===== src/sv/st3eq_pkg.sv =====
// Package: shared types and constants for the stereo three-band equalizer.
package st3eq_pkg;
    localparam int NUM_STAGES = 3;
    localparam int COEF_FRAC  = 16;
    localparam logic [16:0] MIX_ONE    = 17'd65536;
    localparam logic [16:0] BYPASS_MIX = 17'd6;

    localparam logic [2:0] REG_LOW_FF  = 3'd0;
    localparam logic [2:0] REG_LOW_FB  = 3'd1;
    localparam logic [2:0] REG_MID_FF  = 3'd2;
    localparam logic [2:0] REG_MID_FB  = 3'd3;
    localparam logic [2:0] REG_HIGH_FF = 3'd4;
    localparam logic [2:0] REG_HIGH_FB = 3'd5;
    localparam logic [2:0] REG_GAIN    = 3'd6;
    localparam logic [2:0] REG_MIX     = 3'd7;

    typedef enum logic [2:0] {
        ST_IDLE,
        ST_READ,
        ST_MAC,
        ST_GAIN,
        ST_MIX,
        ST_OUT
    } state_t;
endpackage


===== src/sv/st3eq_mac.sv =====
// Multiply-accumulate unit with registered product.
module st3eq_mac import st3eq_pkg::*; #(
    parameter int AW = 34,
    parameter int BW = 20,
    parameter int ACCW = 64
) (
    input  logic                   aclk,
    input  logic                   clr,
    input  logic                   en,
    input  logic                   neg,
    input  logic signed [AW-1:0]   a,
    input  logic signed [BW-1:0]   b,
    output logic signed [ACCW-1:0] acc
);
    logic signed [AW+BW-1:0] prod_reg;
    logic                    prod_v_reg;
    logic                    neg_reg;
    logic signed [ACCW-1:0]  acc_reg;

    always_ff @(posedge aclk) begin
        prod_reg   <= a * b;
        neg_reg    <= neg;
        prod_v_reg <= en;
        if (clr) begin
            acc_reg <= '0;
        end else if (prod_v_reg) begin
            if (neg_reg) acc_reg <= acc_reg - ACCW'(prod_reg);
            else         acc_reg <= acc_reg + ACCW'(prod_reg);
        end
    end
    assign acc = acc_reg;
endmodule


===== src/sv/stereo_three_band_biquad_eq.sv =====
// Top level: stereo three-band biquad equalizer with gain and dry/wet blend.
// Sequence: a bypass item goes straight to the output registers; a filtered item runs each
// channel in turn through the biquad stages, gain and blend on one shared MAC, each biquad
// reading four history taps, forming five products, draining the MAC and writing back the taps.
// Flow: one item at a time; the next item is taken the cycle after the result leaves.
// Reset: synchronous active-low aresetn restores register defaults; a sweep then clears all
// 4*3*NUM_CHANNELS words of the history memory, and no item is taken meanwhile.
module stereo_three_band_biquad_eq import st3eq_pkg::*; #(
    parameter int SAMPLE_BITS  = 24,
    parameter int COEF_BITS    = 20,
    parameter int NUM_CHANNELS = 2
) (
    input  logic                          aclk,
    input  logic                          aresetn,
    input  logic                          cfg_we,
    input  logic [2:0]                    cfg_index,
    input  logic [59:0]                   cfg_data,
    input  logic                          s_valid,
    output logic                          s_ready,
    input  logic signed [SAMPLE_BITS-1:0] s_left_sample,
    input  logic signed [SAMPLE_BITS-1:0] s_right_sample,
    output logic                          m_valid,
    input  logic                          m_ready,
    output logic signed [SAMPLE_BITS-1:0] m_left_out,
    output logic signed [SAMPLE_BITS-1:0] m_right_out
);
    localparam int SW    = SAMPLE_BITS;
    localparam int DEPTH = 4 * NUM_STAGES * NUM_CHANNELS;
    localparam int AW    = $clog2(DEPTH);
    localparam int OPW   = SW;          // operand: sample
    // coefficient / gain / mix operand, signed with room for unsigned gain
    localparam int CW    = ((COEF_BITS > 20) ? COEF_BITS : 20) + 1;
    localparam int ACCW  = 64;
    localparam logic signed [ACCW-1:0] SAT_HI = ACCW'((64'sd1 <<< (SW-1)) - 1);
    localparam logic signed [ACCW-1:0] SAT_LO = -SAT_HI - 1;

    // Configuration registers.
    logic [59:0] ff_reg [NUM_STAGES];
    logic [39:0] fb_reg [NUM_STAGES];
    logic [19:0] gain_reg;
    logic [16:0] mix_reg;

    always_ff @(posedge aclk) begin
        if (!aresetn) begin
            for (int i = 0; i < NUM_STAGES; i++) begin
                ff_reg[i] <= 60'd65536;
                fb_reg[i] <= '0;
            end
            gain_reg <= 20'd65536;
            mix_reg  <= MIX_ONE;
        end else if (cfg_we) begin
            case (cfg_index)
                REG_LOW_FF:  ff_reg[0] <= cfg_data;
                REG_LOW_FB:  fb_reg[0] <= cfg_data[39:0];
                REG_MID_FF:  ff_reg[1] <= cfg_data;
                REG_MID_FB:  fb_reg[1] <= cfg_data[39:0];
                REG_HIGH_FF: ff_reg[2] <= cfg_data;
                REG_HIGH_FB: fb_reg[2] <= cfg_data[39:0];
                REG_GAIN:    gain_reg  <= cfg_data[19:0];
                REG_MIX:     mix_reg   <= cfg_data[16:0];
                default: ;
            endcase
        end
    end

    // Clamp the mix to full wet.
    logic [16:0] mix_eff;
    assign mix_eff = (mix_reg > MIX_ONE) ? MIX_ONE : mix_reg;

    // History memory: address = ch*4*NUM_STAGES + stage*4 + tap; tap 0=x1 1=x2 2=y1 3=y2.
    logic [SW-1:0] hist_mem [DEPTH];
    logic [SW-1:0] hist_rd_reg;
    logic          we;
    logic [AW-1:0] waddr, raddr;
    logic [SW-1:0] wdata;

    always_ff @(posedge aclk) begin
        if (we) hist_mem[waddr] <= wdata;
        hist_rd_reg <= hist_mem[raddr];
    end

    // Sequencer registers.
    state_t state_reg, state_next;
    logic [AW:0]   clr_reg;
    logic          clr_busy;
    logic          ch_reg;
    logic [1:0]    stg_reg;
    logic [3:0]    step_reg;
    logic signed [SW-1:0] x_reg;       // current stage input
    logic signed [SW-1:0] h_reg [4];   // history of current stage
    logic signed [SW-1:0] dry_reg [2];
    logic signed [SW-1:0] res_reg [2];
    logic          bypass_reg;
    logic          ovalid_reg;

    assign clr_busy = (clr_reg != (AW+1)'(DEPTH));

    // MAC operand selection.
    logic                   mac_clr, mac_en, mac_neg;
    logic signed [OPW-1:0]  mac_a;
    logic signed [CW-1:0]   mac_b;
    logic signed [ACCW-1:0] acc;

    st3eq_mac #(.AW(OPW), .BW(CW), .ACCW(ACCW)) u_mac (
        .aclk(aclk), .clr(mac_clr), .en(mac_en), .neg(mac_neg),
        .a(mac_a), .b(mac_b), .acc(acc)
    );

    function automatic logic signed [ACCW-1:0] rnd_sat(input logic signed [ACCW-1:0] v);
        logic signed [ACCW-1:0] r;
        r = (v + ACCW'(64'sd1 <<< (COEF_FRAC-1))) >>> COEF_FRAC;
        if (r > SAT_HI) return SAT_HI;
        if (r < SAT_LO) return SAT_LO;
        return r;
    endfunction

    // Pick one 20-bit slot of a packed register and sign-extend COEF_BITS of it.
    function automatic logic signed [CW-1:0] coef_at(input logic [59:0] r, input int slot);
        logic [83:0] w;
        w = {24'd0, r} >> (20 * slot);
        return CW'($signed(w[COEF_BITS-1:0]));
    endfunction

    logic signed [ACCW-1:0] acc_rs;
    assign acc_rs = rnd_sat(acc);

    logic [AW-1:0] base;
    assign base = AW'((ch_reg * 4 * NUM_STAGES) + stg_reg * 4);

    // Step plan within ST_MAC per stage:
    // 0..3 issue reads of taps 0..3; 1..4 load h_reg; 5..9 issue products;
    // 10,11 drain MAC; 12..15 write back taps 0..3; advance at 15.
    always_comb begin
        state_next = state_reg;
        case (state_reg)
            ST_IDLE: if (s_valid && s_ready)
                         state_next = (mix_reg > BYPASS_MIX) ? ST_MAC : ST_OUT;
            ST_MAC:  if (step_reg == 4'd15 && stg_reg == 2'(NUM_STAGES-1))
                         state_next = ST_GAIN;
            ST_GAIN: if (step_reg == 4'd3) state_next = ST_MIX;
            ST_MIX:  if (step_reg == 4'd4)
                         state_next = (ch_reg == 1'(NUM_CHANNELS-1)) ? ST_OUT : ST_MAC;
            ST_OUT:  state_next = ST_IDLE;
            default: state_next = ST_IDLE;
        endcase
    end

    always_comb begin
        raddr   = base + AW'(step_reg[1:0]);
        mac_clr = 1'b0;
        mac_en  = 1'b0;
        mac_neg = 1'b0;
        mac_a   = '0;
        mac_b   = '0;
        we      = 1'b0;
        waddr   = base;
        wdata   = '0;
        if (clr_busy) begin
            we    = 1'b1;
            waddr = clr_reg[AW-1:0];
        end
        case (state_reg)
            ST_MAC: begin
                if (step_reg == 4'd0) mac_clr = 1'b1;
                if (step_reg >= 4'd5 && step_reg <= 4'd9) begin
                    mac_en = 1'b1;
                    case (step_reg)
                        4'd5: begin mac_a = OPW'(x_reg);    mac_b = coef_at(ff_reg[stg_reg], 0); end
                        4'd6: begin mac_a = OPW'(h_reg[0]); mac_b = coef_at(ff_reg[stg_reg], 1); end
                        4'd7: begin mac_a = OPW'(h_reg[1]); mac_b = coef_at(ff_reg[stg_reg], 2); end
                        4'd8: begin mac_a = OPW'(h_reg[2]);
                                    mac_b = coef_at({20'd0, fb_reg[stg_reg]}, 0);
                                    mac_neg = 1'b1; end
                        default: begin mac_a = OPW'(h_reg[3]);
                                    mac_b = coef_at({20'd0, fb_reg[stg_reg]}, 1);
                                    mac_neg = 1'b1; end
                    endcase
                end
                if (step_reg >= 4'd12) begin
                    we = 1'b1;
                    waddr = base + AW'(step_reg[1:0]);
                    case (step_reg[1:0])
                        2'd0: wdata = x_reg;
                        2'd1: wdata = h_reg[0];
                        2'd2: wdata = SW'(acc_rs);
                        default: wdata = h_reg[2];
                    endcase
                end
            end
            ST_GAIN: begin
                if (step_reg == 4'd0) begin
                    mac_clr = 1'b1;
                end
                if (step_reg == 4'd1) begin
                    mac_en = 1'b1;
                    mac_a  = OPW'(x_reg);
                    mac_b  = CW'($signed({1'b0, gain_reg}));
                end
            end
            ST_MIX: begin
                if (step_reg == 4'd0) mac_clr = 1'b1;
                if (step_reg == 4'd1) begin
                    mac_en = 1'b1;
                    mac_a  = OPW'(dry_reg[ch_reg]);
                    mac_b  = CW'($signed({1'b0, MIX_ONE - mix_eff}));
                end
                if (step_reg == 4'd2) begin
                    mac_en = 1'b1;
                    mac_a  = OPW'(x_reg);
                    mac_b  = CW'($signed({1'b0, mix_eff}));
                end
            end
            default: ;
        endcase
    end

    always_ff @(posedge aclk) begin
        if (!aresetn) begin
            state_reg  <= ST_IDLE;
            clr_reg    <= '0;
            ch_reg     <= 1'b0;
            stg_reg    <= '0;
            step_reg   <= '0;
            ovalid_reg <= 1'b0;
            bypass_reg <= 1'b0;
        end else begin
            state_reg <= state_next;
            if (clr_busy) clr_reg <= clr_reg + 1'b1;
            // Raise valid as the result is loaded; drop it once taken.
            if (state_reg == ST_OUT) ovalid_reg <= 1'b1;
            else if (m_ready) ovalid_reg <= 1'b0;
            case (state_reg)
                ST_IDLE: begin
                    step_reg <= '0;
                    stg_reg  <= '0;
                    ch_reg   <= 1'b0;
                    if (s_valid && s_ready) begin
                        dry_reg[0] <= s_left_sample;
                        dry_reg[1] <= s_right_sample;
                        x_reg      <= s_left_sample;
                        bypass_reg <= (mix_reg <= BYPASS_MIX);
                    end
                end
                ST_MAC: begin
                    if (step_reg >= 4'd1 && step_reg <= 4'd4)
                        h_reg[step_reg[1:0] - 2'd1] <= hist_rd_reg;
                    if (step_reg == 4'd15) begin
                        x_reg    <= SW'(acc_rs);
                        step_reg <= '0;
                        stg_reg  <= (stg_reg == 2'(NUM_STAGES-1)) ? 2'd0 : stg_reg + 2'd1;
                    end else begin
                        step_reg <= step_reg + 4'd1;
                    end
                end
                ST_GAIN: begin
                    if (step_reg == 4'd3) begin
                        x_reg    <= SW'(acc_rs);
                        step_reg <= '0;
                    end else step_reg <= step_reg + 4'd1;
                end
                ST_MIX: begin
                    if (step_reg == 4'd4) begin
                        res_reg[ch_reg] <= SW'(acc_rs);
                        step_reg <= '0;
                        ch_reg   <= 1'b1;
                        x_reg    <= dry_reg[1];
                    end else step_reg <= step_reg + 4'd1;
                end
                ST_OUT: begin
                    // No result waits here: input is only taken with valid low.
                    if (bypass_reg) begin
                        m_left_out  <= dry_reg[0];
                        m_right_out <= (NUM_CHANNELS > 1) ? dry_reg[1] : dry_reg[0];
                    end else begin
                        m_left_out  <= res_reg[0];
                        m_right_out <= (NUM_CHANNELS > 1) ? res_reg[1] : res_reg[0];
                    end
                end
                default: ;
            endcase
        end
    end

    // Take a new item only when idle, the sweep is done and no result waits.
    assign s_ready = (state_reg == ST_IDLE) && !clr_busy && !ovalid_reg;
    assign m_valid = ovalid_reg;

    a_no_accept_in_sweep: assert property (@(posedge aclk) disable iff (!aresetn)
        clr_busy |-> !s_ready) else $error("item accepted during history sweep");
    a_ready_when_busy: assert property (@(posedge aclk) disable iff (!aresetn)
        (state_reg == ST_MAC) |-> !s_ready) else $error("ready while filtering");
    a_out_hold: assert property (@(posedge aclk) disable iff (!aresetn)
        (m_valid && !m_ready) |=> (m_valid && $stable(m_left_out)))
        else $error("result changed while stalled");
endmodule

===== config.mk =====
export PLATFORM = sky130hd
export DESIGN_NAME = stereo_three_band_biquad_eq
export DESIGN_NICKNAME = d
export VERILOG_FILES = /design/src/sv/st3eq_pkg.sv /design/src/sv/st3eq_mac.sv /design/src/sv/stereo_three_band_biquad_eq.sv
export SDC_FILE = /design/constraint.sdc
export NUM_CORES = 2
export LEC_CHECK = 0
export BUFFER_PORTS_ARGS = -buffer_cell sky130_fd_sc_hd__buf_2
export CAP_MARGIN = 30
export CORE_AREA = 2 2 456 345
export CTS_CLUSTER_DIAMETER = 50
export DETAILED_ROUTE_END_ITERATION = 6
export DIE_AREA = 0 0 458 347
export GPL_ROUTABILITY_DRIVEN = 0
export GPL_TIMING_DRIVEN = 1
export PLACE_DENSITY_LB_ADDON = 0.12
export SYNTH_ARGS = -nofsm -noshare
export SYNTH_HDL_FRONTEND = slang
export SYNTH_HIERARCHICAL = 1
export SYNTH_SLANG_ARGS = --single-unit

===== constraint.sdc =====
create_clock -name aclk -period 10.8 [get_ports aclk]
set_input_delay 1.08 -clock aclk [delete_from_list [all_inputs] [get_ports aclk]]
set_output_delay 1.08 -clock aclk [all_outputs]
set_load 0.01 [all_outputs]

==> impl_metrics.json <==
{
  "status": "finished clean",
  "critical_path.endpoint_type": "register",
  "rsz0062_at_grt": "false",
  "vias_per_cell": 6.03,
  "drtPass1Iterations": 7,
  "worstPathMaxFanout": 13,
  "critPathMostFrequentCell": "fa_1",
  "largest_reg_flops": 576,
  "synth-compound-area-share_pct": 7.76,
  "cts_max_path_buffers": 3,
  "synthAdderAreaFrac_pct": 16.6,
  "synth-edff-count": 1140,
  "postSynthAreaPerCell_um2": 12.3,
  "ys.flop_type": "edfxtp_1",
  "h-tree-depth": 4,
  "worstHoldEndpoint": "dry_reg[1][21]",
  "critPathLaunchType": "register",
  "place_inst": 8262,
  "area_growth_pct": 12.1,
  "ant_nets": 0,
  "power.total_mw": 13.6,
  "slew_viol_final": 0,
  "r2r_end": "u_mac/prod_reg[41]",
  "grt_first_pass_wirelength_um": 340000,
  "synth_simple_gate_area_share_pct": 10.4,
  "async_flop_share_pct": 0,
  "fin_crit_sh_pct": 96.5,
  "numCtsBuffers": 144,
  "syn_nets": 7042,
  "dp_hpwl_um": 162000,
  "setup_tns_ns": 0,
  "critical_path_required_ns": 11.54,
  "fillers": 12800,
  "clk_pin_slew_ns": 0.06,
  "coreArea_um2": 154000,
  "hold_depth": 1,
  "worst_skew_pair.late_latency_ns": 0.82,
  "yosysSeqAreaShare_pct": 49.7,
  "vdd_drop_max_uv": 151,
  "pre_cts_slack_ns": 0.562,
  "drt-initial-drc-count": 6292,
  "r2r_slack_ns": 0.38,
  "synth_cells": 6217,
  "fp.dieH_um": 347,
  "finalHoldViolCount": 0,
  "instances_no_fill": 8536,
  "layout-drive-gt1-share_pct": 14.4,
  "setup_slack_ns": 0.379,
  "synth_mux_area_share_pct": 8.24,
  "worstPathArrival_ns": 11.16,
  "worst_path_largest_cell_delay_ns": 0.83,
  "r2r_start": "step_reg[0]",
  "initial_core_util_pct": 49.7,
  "fin_worst_skew_ns": 0.0699,
  "worst_pin_slew_ns": 1.11,
  "antenna_found_initial": 13,
  "synth_xor_area_share_pct": 2.39,
  "leakagePower_nw": 31.5,
  "cts_setup_buffers": 0,
  "core.rowCount": 125,
  "power.density_nw_per_um2": 158,
  "cts_resized": 0,
  "min-delay-start": "s_right_sample[21]",
  "num_io_pins": 166,
  "grt_remaining_overflow": 0,
  "fin_crit_ns": 10.42,
  "yosysWarnings": 6,
  "ys_seq_elements": 1333,
  "max_freq_mhz": 96.0,
  "cts_root_buf": "clkbuf_16",
  "final_net_count": 7210,
  "hold_buffers": 0,
  "wl_um": 228000,
  "cts_tree": "done",
  "slowest_stage": "a2111oi_0",
  "rr_worst_depth": 31,
  "wl_per_cell_um": 26.7,
  "synth_top_family_by_area": "adder cells",
  "grt_usage_pct": 28.9,
  "drv_cap": 0,
  "portBuffers": 165,
  "grt_max_degree": 65,
  "cts_sinks": 1333,
  "min_path_type": "in2reg",
  "die_area_um2": 159000,
  "first_global_vias": 50500,
  "vias": 51500,
  "relSlewSlack_pct": 25.5,
  "setup_violations": 0,
  "fp.dieW_um": 458,
  "diodes": 0,
  "critical_path_class": "reg2reg",
  "drc_errors": 0,
  "netlist_area_um2": 76700,
  "synth.distinct_cells": 92
}
[cells in the mapped netlist (16+ instances only)]
library cell	n	share of area (%)
nand2b_1	27	0.22
and2_1	322	2.6
o2111ai_1	16	0.18
buf_1	32	0.16
and3_1	53	0.43
xnor2_1	149	1.7
fa_1	518	14
o22ai_1	53	0.43
xor2_1	60	0.69
nand3_1	90	0.59
a211oi_1	36	0.35
nor3_1	64	0.42
a31oi_1	47	0.38
a21o_1	59	0.58
ha_1	191	3.1
o221ai_1	31	0.35
a21oi_1	297	1.9
mux2_2	50	0.73
o21bai_1	24	0.23
o21ai_0	138	0.90
a22oi_1	90	0.88
mux2i_1	197	2.6
edfxtp_1	1140	45
nor4_1	34	0.28
nand2_1	594	2.9
dfxtp_1	193	5.0
nor2_1	296	1.4
clkbuf_1	292	1.4
inv_1	662	3.2
nand4_1	48	0.39
mux4_2	168	4.9
[worst max path at each step]
stage           startpoint                  to  slack [ns]  depth (start not counted)
2_1_floorplan  step_reg[0]  u_mac/prod_reg[44]        0.60                         38
3_3_place_gp   step_reg[0]  u_mac/prod_reg[37]        0.63                         31
3_5_place_dp   step_reg[0]  u_mac/prod_reg[37]        0.56                         31
4_1_cts        step_reg[0]  u_mac/prod_reg[37]        0.50                         31
5_1_grt        step_reg[2]  u_mac/prod_reg[44]       0.005                         31
6_report       step_reg[0]  u_mac/prod_reg[41]        0.38                         31
[per-layer routing]
| layer | up-vias | GRT usage [%] | routed length [um] |
|---|---|---|---|
| met1 | 26400 | 43.7 | 100000 |
| met5 | - | 0 | 8 |
| met3 | 333 | 5.75 | 22300 |
| li1 | 22300 | - | - |
| met4 | 2 | 9.58 | 7430 |
| met2 | 2436 | 41.9 | 98500 |
[placed cells by master, fill, tap and decap left out, types with 52 or more instances in the layout]
| cell type | netlist | final |
|---|---|---|
| edfxtp_1 | 1140 | 1140 |
| inv_1 | 662 | 662 |
| nand2_1 | 594 | 593 |
| fa_1 | 518 | 517 |
| and2_1 | 322 | 319 |
| a21oi_1 | 297 | 295 |
| nor2_1 | 296 | 266 |
| mux2i_1 | 197 | 197 |
| ha_1 | 191 | 190 |
| dfxtp_1 | 193 | 185 |
| mux4_2 | 168 | 168 |
| buf_2 | 10 | 166 |
| buf_4 | 0 | 161 |
| xnor2_1 | 149 | 149 |
| clkbuf_16 | 0 | 146 |
| o21ai_0 | 138 | 129 |
| nand3_1 | 90 | 90 |
| a22oi_1 | 90 | 90 |
| nor3_1 | 64 | 62 |
| xor2_1 | 60 | 60 |
| a21o_1 | 59 | 59 |
| o22ai_1 | 53 | 53 |
| and3_1 | 53 | 52 |
[final cells by class]
| class | instances | area, um2 | area share [%] |
|---|---|---|---|
| well taps | 2032 | 2540 | 2.96 |
| repair buffers | 358 | 2540 | 2.95 |
| multi-input cells | 3885 | 35400 | 41.2 |
| flip-flops and latches | 1333 | 38100 | 44.3 |
| clock inverters | 80 | 982 | 1.14 |
| clock buffers | 185 | 3880 | 4.51 |
| inverters | 663 | 2490 | 2.89 |
[where the power goes]
group          switching (mW)  total (mW)  internal (mW)
Combinational            1.47        2.34          0.865
Sequential              0.318        6.18           5.86
Clock                    2.18        5.04           2.86
[critical path: cells and delay by family (launching register included)]
| family | cells | cell delay (ns) |
|---|---|---|
| adder cells (fa/ha/maj) | 9 | 4.28 |
| buffers and inverters | 7 | 0.95 |
| AO/OA/AOI/OAI | 12 | 3.85 |
| AND/OR/NAND/NOR | 2 | 0.72 |
| XOR/XNOR | 1 | 0.15 |
| flip-flops | 1 | 0.36 |
[cell families after synthesis]
kind of cell,count (synthesis)
xor+xnor,209
flops,1333
buf+inv,999
compound gates,921
simple gates,1631
mux,415
fa+ha+maj,709
[stage by stage]
stage / hold WS, ns / util [%] / area, um2
5_1_grt: 0.410 / 55.8 / 86000
4_1_cts: 0.379 / 55.7 / 85800
3_5_place_dp: 0.447 / 52.5 / 81000
2_1_floorplan: 0.436 / - / 76700
3_3_place_gp: 0.443 / 52.3 / 80700
6_report: 0.438 / 55.8 / 86000
(Power assumes the default switching activity.)
